[config.mk]
export PLATFORM = sky130hd
export DESIGN_NAME = scfr_store
export DESIGN_NICKNAME = d
export VERILOG_FILES = /design/src/hw/rtl/scfr_pkg.sv /design/src/hw/rtl/scfr_store.sv
export SDC_FILE = /design/constraint.sdc
export NUM_CORES = 1
export LEC_CHECK = 0
export ABC_AREA = 1
export BUFFER_PORTS_ARGS = -buffer_cell sky130_fd_sc_hd__buf_2
export CAP_MARGIN = 40
export CORE_MARGIN = 1.5
export CORE_UTILIZATION = 50
export DETAILED_ROUTE_END_ITERATION = 16
export MAX_ROUTING_LAYER = met4
export PLACE_DENSITY = 0.66
export SETUP_SLACK_MARGIN = 0.15
export SLEW_MARGIN = 30
export SYNTH_ARGS = -nofsm -noshare
export SYNTH_HDL_FRONTEND = slang
export SYNTH_SLANG_ARGS = --single-unit
[constraint.sdc]
create_clock -name clk -period 2.2 [get_ports clk]
set_input_delay 0.55 -clock clk [delete_from_list [all_inputs] [get_ports clk]]
set_output_delay 0.55 -clock clk [all_outputs]
set_load 0.03 [all_outputs]
[src/hw/rtl/scfr_pkg.sv]
`default_nettype none
// ----------------------------------------------------------------------------
// scfr_pkg
// Shared types, constants and helpers of the serial command frame receiver.
// ----------------------------------------------------------------------------
package scfr_pkg;

  localparam int BUFFER_DEPTH = 32;
  localparam int IDX_W        = $clog2(BUFFER_DEPTH);
  localparam int CNT_W        = $clog2(BUFFER_DEPTH + 1);
  localparam int ADDR_W       = IDX_W + 1;
  localparam int MEM_DEPTH    = 2 ** ADDR_W;

  localparam int HEADER_LEN   = 9;
  localparam int HDR_IW       = $clog2(HEADER_LEN);
  localparam int MIN_LEN      = 13;
  localparam int HIST_LEN     = 4;
  localparam int JOBQ_DEPTH   = 2;
  localparam int CFG_IDX_W    = 2;

  localparam logic [7:0]  START_BYTE    = 8'hFE;
  localparam logic [15:0] RESERVED_WORD = 16'h0000;
  localparam logic [7:0]  DIR_DOWN      = 8'hF0;
  localparam logic [7:0]  END_BYTE0     = 8'hF1;
  localparam logic [7:0]  END_BYTE1     = 8'h1F;
  localparam logic [7:0]  END_BYTE2     = 8'hF2;
  localparam logic [1:0]  END_LEN       = 2'd3;

  localparam logic [CFG_IDX_W-1:0] REG_PROTOCOL_ID = CFG_IDX_W'(0);
  localparam logic [CFG_IDX_W-1:0] REG_DEVICE_ID   = CFG_IDX_W'(1);

  typedef enum logic [2:0] {
    ST_OK        = 3'd0,
    ST_PROTOCOL  = 3'd1,
    ST_RESERVED  = 3'd2,
    ST_DEVICE    = 3'd3,
    ST_DIRECTION = 3'd4,
    ST_CHECKSUM  = 3'd5,
    ST_SHORT     = 3'd6
  } status_t;

  typedef enum logic [1:0] {
    BK_IDLE,
    BK_FETCH,
    BK_SEND
  } back_state_t;

  typedef struct packed {
    status_t          status;
    logic [7:0]       mode;
    logic [7:0]       command;
    logic [CNT_W-1:0] n;
    logic             bank;
  } job_t;

  typedef struct packed {
    logic              en;
    logic [ADDR_W-1:0] addr;
    logic [7:0]        data;
  } mem_wr_t;

  typedef struct packed {
    logic              en;
    logic [ADDR_W-1:0] addr;
  } mem_rd_t;

  function automatic logic [7:0] end_byte(input logic [1:0] pos);
    logic [7:0] val;
    case (pos)
      2'd0:    val = END_BYTE0;
      2'd1:    val = END_BYTE1;
      default: val = END_BYTE2;
    endcase
    return val;
  endfunction

endpackage
`default_nettype wire

[src/hw/rtl/scfr_store.sv]
`default_nettype none
// ----------------------------------------------------------------------------
// scfr_store
// Two-bank frame byte memory with one write port and one registered read port.
// ----------------------------------------------------------------------------
module scfr_store
  import scfr_pkg::*;
(
  input  wire logic       clk,
  input  wire mem_wr_t    wr,
  input  wire mem_rd_t    rd,
  output logic [7:0]      rd_data
);

  logic [7:0] mem_r [MEM_DEPTH];
  logic [7:0] rd_data_r;

  always_ff @(posedge clk) begin
    if (wr.en) begin
      mem_r[wr.addr] <= wr.data;
    end
  end

  always_ff @(posedge clk) begin
    if (rd.en) begin
      rd_data_r <= mem_r[rd.addr];
    end
  end

  assign rd_data = rd_data_r;

endmodule
`default_nettype wire

### Word level (Yosys, flattened, before mapping)

Memories as Yosys holds them, arrays and structs flattened. A register that Yosys moved wholly into a read port is not among the register bits.
Index checks and enable logic that the tools add are counted.

| storage, ports and cells | value |
|---|---|
| memories kept | 1 |
| bits of input ports | 23 |
| logic and storage cells | 3 |
| bits in registers | 0 |
| memory bits (writable) | 512 |

Memory list:

| memory | words | bits a word | read ports | clocked after Yosys merged registers in | wr ports | line | text |
|---|---|---|---|---|---|---|---|
| mem_r | 64 | 8 | 1 | 1 | 1 | scfr_store.sv:15 | `logic [7:0] mem_r [MEM_DEPTH];` |

| cells by class | value |
|---|---|
| mux-type cells | 2 |

Operator list:

| kind | count |
|---|---|
| 1-bit two-way mux | 2 |

### Depth between registers and ports, before layout

Gate-level depths: netlist of the first run.

| depth | value |
|---|---|
| depth in word-level cells | 2 |
| depth in mapped cells | 12 |
| depth with buffers taken out | 9 |

### Worst setup path before layout of the first run

Ideal clock, no wire load.

| timing | value |
|---|---|
| path kind | in2reg |
| from | input wr[14] (netlist name) |
| to | memory mem_r[48][0] (enable) |
| library setup time | 395 ps |
| stages on the path | 3 |
| slack | -116 ps |
| arrival time | 1921 ps |
| path through | clkbuf_1 -> nand4_1 -> nor4_1 |

| between the ends | value |
|---|---|
| longest elaborated chain between the ends | 2 |

RTL lines:

| what | line | text |
|---|---|---|
| start, declared | scfr_store.sv:10 | `input wire mem_wr_t wr,` |
| 1-bit two-way mux | scfr_store.sv:19 | `if (wr.en) begin` |
| 1-bit two-way mux (implied by the code) | scfr_store.sv:20 | `mem_r[wr.addr] <= wr.data;` |
| end, declared | scfr_store.sv:15 |  |

No other way between the ends.

### Worst setup path after layout of the first run

| timing | value |
|---|---|
| from | register rd_data_r[3] (netlist: rd_data[3]) (read register of mem_r) |
| to | output rd_data[3] |

RTL lines:

| what | line | text |
|---|---|---|
| start, declared | scfr_store.sv:16 | `logic [7:0] rd_data_r;` |
| end, declared | scfr_store.sv:12 | `output logic [7:0] rd_data` |

No word-level cell between the ends.

==> results of run 1 <==
-- cells in the mapped netlist --
master | instances | area (um2)
buf_1 | 10 | 37.5
buf_2 | 37 | 185
buf_4 | 14 | 105
buf_6 | 35 | 394
buf_8 | 2 | 30.0
clkbuf_1 | 15 | 56.3
edfxtp_1 | 520 | 15600
inv_1 | 10 | 37.5
inv_2 | 1 | 3.75
inv_6 | 1 | 8.76
nand2_1 | 648 | 2430
nand3_1 | 439 | 2200
nand4_1 | 9 | 56.3
nor2_1 | 56 | 210
nor4_1 | 8 | 50.1
-- worst min path at each step --
stage	end	slack, ns	from
after floorplan	mem_r[0][0]$_DFFE_PP_	0.65	wr[0]
after global placement	rd_data[0]$_DFFE_PP_	0.88	mem_r[22][0]$_DFFE_PP_
after detailed placement	rd_data[0]$_DFFE_PP_	0.87	mem_r[20][0]$_DFFE_PP_
after CTS	rd_data[3]$_DFFE_PP_	0.32	rd[6]
after global routing	rd_data[3]$_DFFE_PP_	0.33	rd[6]
final	rd_data[3]$_DFFE_PP_	0.35	rd[6]
-- cell type report --
type                       instances  area [um2]  share of cell area (%)
timing repair buffer             148        1370                    5.65
sequential                       520       15600                    64.4
multi-input combinational       1160        4950                    20.4
clock inverter                    30         211                   0.872
antenna                            5        12.5                  0.0516
tap                              539         674                    2.78
inverter                          12        52.6                   0.217
clock buffer                      62        1360                    5.61
-- cells in the final DEF (no fill, tap or decap) --
cell	n
inv_1	9
clkinv_2	10
nand2_1	648
clkbuf_16	53
nor2_1	56
nand4_1	9
bufinv_16	3
buf_12	26
nor4_1	8
diode_2	5
clkinv_1	15
inv_6	1
buf_4	93
buf_6	1
clkinvlp_4	2
inv_2	1
inv_4	1
buf_2	28
clkbuf_1	9
edfxtp_1	520
nand3_1	439
-- kinds of logic (layout without fill, tap and decap cells) --
group                  count (synthesis)  in the layout
and+or+nand+nor                     1160           1160
DFF                                  520            520
buffers and inverters                125            252
other                                  0              5
-- power groups by stage --
stage	registers (W)	logic, W	clock network [W]
global route	0.0110	0.00150	0.00876
finish	0.0110	0.00137	0.00828
detailed placement	0.0112	0.00136	0
floorplan	0.0112	0.000771	0
CTS	0.0110	0.00136	0.00842
global placement	0.0112	0.00134	0
-- sequential cells by signal (all words and copies together), names as in the netlist --
signal   count
mem_r      512
rd_data      8
-- per-stage QoR --
step	cell area [um2]	power [W]	TNS [ns]
3_3_place_gp	22700	0.0126	-0.0264
6_report	24200	0.0207	0
2_1_floorplan	21400	0.0120	-7.43
3_5_place_dp	22700	0.0126	-0.0769
4_1_cts	24200	0.0208	0
5_1_grt	24200	0.0213	0
-- per-layer routing --
metal | vias up | GRT usage [%] | wire, um | part of all wire, %
met5 | - | - | 0 | 0
met2 | 588 | 38.4 | 24300 | 46
met3 | 116 | 4.51 | 4330 | 8.3
li1 | 6540 | - | - | -
met1 | 6765 | 33.9 | 22200 | 42
met4 | 0 | 7.62 | 1460 | 2.8
==> summary.txt, run 1 <==
Setup path
  – Largest delay contributor family on the critical path: flip-flops
  – Slowest CP cell: edfxtp_1
  – Required time of the critical path: about 1.7 ns
  – Startpoint Class: flop
  – Crit Reg-Reg Startpoint: mem_r[50][7]$_DFFE_PP_
  – R2R cell count: 8
  – Worst Path Buf+Inv: 1
  – CP Capture Type: primary output
  – CP peak stage delay: about 0.49 ns
  – CP Launch Point: rd_data[3]$_DFFE_PP_
  – R2R Path End: rd_data[7]$_DFFE_PP_
  – Critical Path Sink: rd_data[3]
  – WP depth: 1
  – Max FO, Critical Path: 1
  – Worst Setup Path Type: flop to primary output
  – Flop2flop setup slack: 0.74 ns
  – CP cell instances: buf_2
  – WP data arrival: around 1.3 ns

Synthesis
  – Combinational family with the most area after synthesis: simple AND/OR/NAND/NOR gates
  – Post-Syn Instances: approximately 1800
  – Register area share after synthesis: ~73%
  – #FFs+latches synth: 520
  – Synth unique cells: 15
  – Yosys warnings: 0
  – Synth Net Count: between 1500 and 2000
  – Post-synthesis xor/xnor area fraction: 0%
  – Mux cell area share after synthesis: 0%
  – Synthesized area: between 20000 and 25000 um2
  – Synth Area in Simple Gates: 23.1%
  – Adder-Cell Fraction of Synth Area: 0%
  – Complex-gate fraction of the synthesized area: 0%
  – Post-Syn Area per Cell: 11.9 um2

Clock network
  – H-tree levels: 2
  – Resize count post-CTS: 0
  – CTS tree: yes
  – Reg clk slew, reported paths: roughly 0.060 ns
  – CTS buffer count: 52
  – CTS root buffer: clkbuf_16
  – CTS Buffer Depth: 3
  – Clock sink total: between 500 and 600
  – Worst skew pair latency: roughly 0.59 ns
  – Hold buffers post-CTS: 0
  – Setup bufs post-CTS: 0

Global routing
  – First-pass GRT wire length: between 70 and 80 mm
  – Total GRT Usage: between 20% and 30%
  – Largest net degree at the start of global routing: 122
  – Initial antenna violation count: 6
  – Vias in the first global route: 13683
  – Final global-route overflow total: 0

Finish
  – Fillers: 3434
  – Area growth from synthesis to layout: 13.2%
  – Share of layout cells above drive strength 1: 11.3%
  – Finished Layout Cells: 2476
  – Core Util, Final: 57.5%
  – Nets@finish: between 1500 and 2000

Placement
  – Placed instance count: between 2000 and 2500
  – Dpl hpwl: around 30 mm
  – Number of port buffers: 30
  – RePlAce Congestion: 0.892
  – DP Worst Slack: -0.0357 ns

Timing
  – Final period util: between 80% and 90%
  – Final-report max-slew violation count: 0
  – Achievable Freq: roughly 540 MHz
  – Final setup viols: 0
  – Worst hold slack: about 0.35 ns
  – Setup WS post-layout: approximately 0.34 ns
  – Endpoints failing hold: 0
  – Worst slew pin tran: between 0.5 and 0.6 ns
  – Rel. slew slack: roughly three fifths
  – RSZ-0062 raised after global routing: no
  – Min Tclk post-route: 1.86 ns
  – Clock skew: 0.0159 ns

Floorplan
  – Cell Rows: 75
  – Die height: between 200 and 250 um
  – Die Width: around 210 um
  – Die ar.: about 44000 um2
  – Core box area: 42100 um2
  – Top Ports: 31
  – Starting density of the core: roughly half

Power
  – Reg power frac: 53.3%
  – Power Density: about 850 nW/um2
  – Clock share of power: between 40% and 50%
  – P_sw: around 0.0046 W
  – Comb power frac: between 6 and 7%
  – Sw Share: ~22%
  – Maximum VDD drop: 0.559 mV
  – Lkg Pwr: between 8 and 9 nW
  – Internal: around 0.016 W

Detailed routing
  – ANT nets after route: 0
  – DR vias: between 10000 and 15000
  – TritonRoute pass-1 iters: 6
  – Drt first-iter violations: roughly 1600
  – Final wirelength: 52.2 mm
  – Vias/cell: around 5.7
  – Wire per inst: between 20 and 25 um
  – DRC: 0

Hold path
  – Hold path cells: 1
  – Worst hold path class: input port to flop

Job
  – Max Cap Viol: 0

Outcome
  – Outcome: finished, final reports clean
Power figures use the tool's default switching activity.
==> run 2: changes to the inputs <==
- PLACE_DENSITY: 0.66 -> 0.64
- clock period: 2.2 -> 1.9 ns (I/O delays scaled with it)
==> run 2 against run 1 <==
  * Count of clock-buffer cells in the layout fell by 1
  * Sequential share of layout area decreased by 1.5 points
  * Critical endpoint unchanged
  * First-iteration DRC count fell by 16%
  * Register-to-register slack worse by 0.29 ns
  * Core utilization up 1.4 points
  * Largest cell class unchanged
  * Sequential power increased by 16%
  * Worst hold slack lost 0.074 ns
  * Highest routed layer unchanged
==> summary.txt, run 2 (synthesis results as in run 1) <==
Timing
  – Clock skew: 0.0108 ns (-0.00511 ns)
  – Final period util: 90.6%
  – Endpoints failing hold: 0 (unchanged)
  – Worst slew pin tran: 0.810 ns (+0.216 ns)
  – Final setup viols: 0 (unchanged)
  – RSZ-0062 raised after global routing: yes
  – Setup WS post-layout: 0.178 ns (-0.163 ns)
  – Achievable Freq: about 580 MHz
  – Min Tclk post-route: 1.72 ns
  – Rel. slew slack: 46.0% (-14 points)
  – Final-report max-slew violation count: 0 (unchanged)

Setup path
  – Worst Setup Path Type: flop to primary output
  – WP data arrival: 1.25 ns (-0.06 ns)
  – CP cell instances: buf_6
  – Startpoint Class: flop
  – Slowest CP cell: edfxtp_1
  – Worst Path Buf+Inv: 1 (unchanged)
  – Largest delay contributor family on the critical path: flip-flops
  – Required time of the critical path: 1.42 ns (-0.23 ns)
  – CP Capture Type: primary output
  – Max FO, Critical Path: 1 (unchanged)
  – CP peak stage delay: 0.48 ns (about the same)

Placement
  – Dpl hpwl: 33.1 mm (+8.9%)
  – DP Worst Slack: -0.160 ns (-0.124 ns)
  – RePlAce Congestion: 0.921 (+3.2%)
  – Number of port buffers: 30 (unchanged)

Finish
  – Diode count: 0 (-5)
  – Share of layout cells above drive strength 1: 14.9% (+3.5 points)
  – Most common cell after layout, fill and taps aside: nand2_1
  – Most frequent cells in the layout: 648 x nand2_1, 520 x edfxtp_1, 439 x nand3_1, 110 x buf_4, 53 x clkbuf_16
  – Core Util, Final: 58.9% (+1.4 points)
  – Nets@finish: 1942 (+1.3%)
  – Max reg flops: 512 (unchanged)
  – Area growth from synthesis to layout: 15.9%
  – Top reg by flops: mem_r

Detailed routing
  – Final wirelength: 52.3 mm (+0.19%)
  – DRC: 0 (unchanged)
  – Vias/cell: 5.58 (-1.4%)
  – Wire per inst: 21.0 um (-0.53%)
  – ANT nets after route: 0 (unchanged)
  – DR vias: 13919 (-0.64%)
  – Drt first-iter violations: 1353 (-16%)
  – TritonRoute pass-1 iters: 5 (-1)

Clock network
  – Clock sink total: 520 (unchanged)
  – CTS root buffer: clkbuf_16
  – CTS buffer count: 51 (-1.9%)
  – H-tree levels: 2 (unchanged)
  – Reg clk slew, reported paths: 0.06 ns (about the same)
  – Setup bufs post-CTS: 0 (unchanged)
  – CTS tree: yes
  – Hold buffers post-CTS: 0 (unchanged)
  – CTS Buffer Depth: 3 (unchanged)
  – Worst skew pair latency: 0.59 ns (about the same)

Job
  – Max Cap Viol: 0 (unchanged)

Global routing
  – Vias in the first global route: 13161 (-3.8%)
  – Final global-route overflow total: 0 (unchanged)
  – Largest net degree at the start of global routing: 65 (-47%)
  – Total GRT Usage: 25.1% (+0.27 points)
  – Initial antenna violation count: 0 (-6)
  – First-pass GRT wire length: 80.1 mm (+0.51%)

Floorplan
  – Die Width: 210 um (unchanged)
  – Top Ports: 31 (unchanged)
  – Cell Rows: 75 (unchanged)
  – Starting density of the core: 50.8% (unchanged)
  – Core box area: 42100 um2 (unchanged)
  – Die ar.: 44100 um2 (unchanged)
  – Die height: 210 um (unchanged)

Outcome
  – Outcome: finished, final reports clean

Power
  – Power Density: 975 nW/um2 (+14%)
  – Maximum VDD drop: 0.593 mV (+6.2%)
  – Lkg Pwr: 9.05 nW (+2.0%)

Hold path
  – Worst hold path class: input port to flop
run 2: changes by cell type in the layout (fill, tap and decap cells not counted), moves of 3 or more:
cell	delta
buf_4	+17
nor4_1	-8
nor2_2	+20
diode_2	-5
nor2_4	+12
buf_2	-6
nor4_2	+6
buf_6	+6
inv_1	-3
buf_12	+9
nor2_1	-32
clkinv_1	-5
run 2: where the power goes:
group | leakage [nW] | internal (W) | switching (W) | total (W)
sequential | 4.69 | 0.0127 | 0.0000379 | 0.0128
combinational | 3.59 | 0.000537 | 0.00118 | 0.00171
clock | 0.782 | 0.00559 | 0.00413 | 0.00972
run 2: path summary, 6_finish.rpt:
check / from / endpoint / slack, ns / cells past startpoint
setup / recovery: rd_data[3]$_DFFE_PP_ / rd_data[3] / 0.18 / 1
hold / removal: rd[6] / rd_data[6]$_DFFE_PP_ / 0.27 / 1
setup reg to reg: mem_r[51][1]$_DFFE_PP_ / rd_data[1]$_DFFE_PP_ / 0.45 / 8
hold reg to reg: mem_r[46][0]$_DFFE_PP_ / rd_data[0]$_DFFE_PP_ / 0.93 / 8
run 2: what timing repair did:
item,4_1_cts,5_1_grt
setup endpoints to repair,6,5
resized for setup,7,5
pin swaps,0,0
cloned,0,0
run 2: worst reg2reg max path: stages (launching register included):
cell and delay (ns):
edfxtp_1 0.36, nand2_1 0.07, nand3_1 0.07, nand3_1 0.16
nand2_1 0.11, nand2_1 0.07, nand3_1 0.12, nand3_1 0.18
nand2_1 0.07
run 2: stage by stage:
stage                     power (W)  area [um2]  hold WS, ns  setup TNS (ns)  cells
final                        0.0242       24800        0.274               0   2494
after global routing         0.0249       24800        0.256               0   2494
after CTS                    0.0243       24800        0.241               0   2494
after detailed placement     0.0147       23200        0.863           -1.13   2405
after global placement       0.0147       23200        0.860           -1.03   2405
after floorplan              0.0140       21700        0.574          -13.95   1805
run 2: per-layer routing:
layer | vias up | track usage, % | part of all wire [%]
li1 | 6585 | - | -
met1 | 6770 | 36.0 | 43
met2 | 489 | 38.3 | 47
met3 | 75 | 4.17 | 7.5
met4 | 0 | 5.46 | 1.9
met5 | - | - | 0
run 2: cell type report:
cell class	instances	area, um2
Sequential cell	520	15600
Clock inverter	28	233
Timing Repair Buffer	174	1720
Inverter	12	71.3
Fill cell	3325	17300
Clock buffer	61	1360
Multi-Input combinational cell	1160	5150
Tap cell	539	674
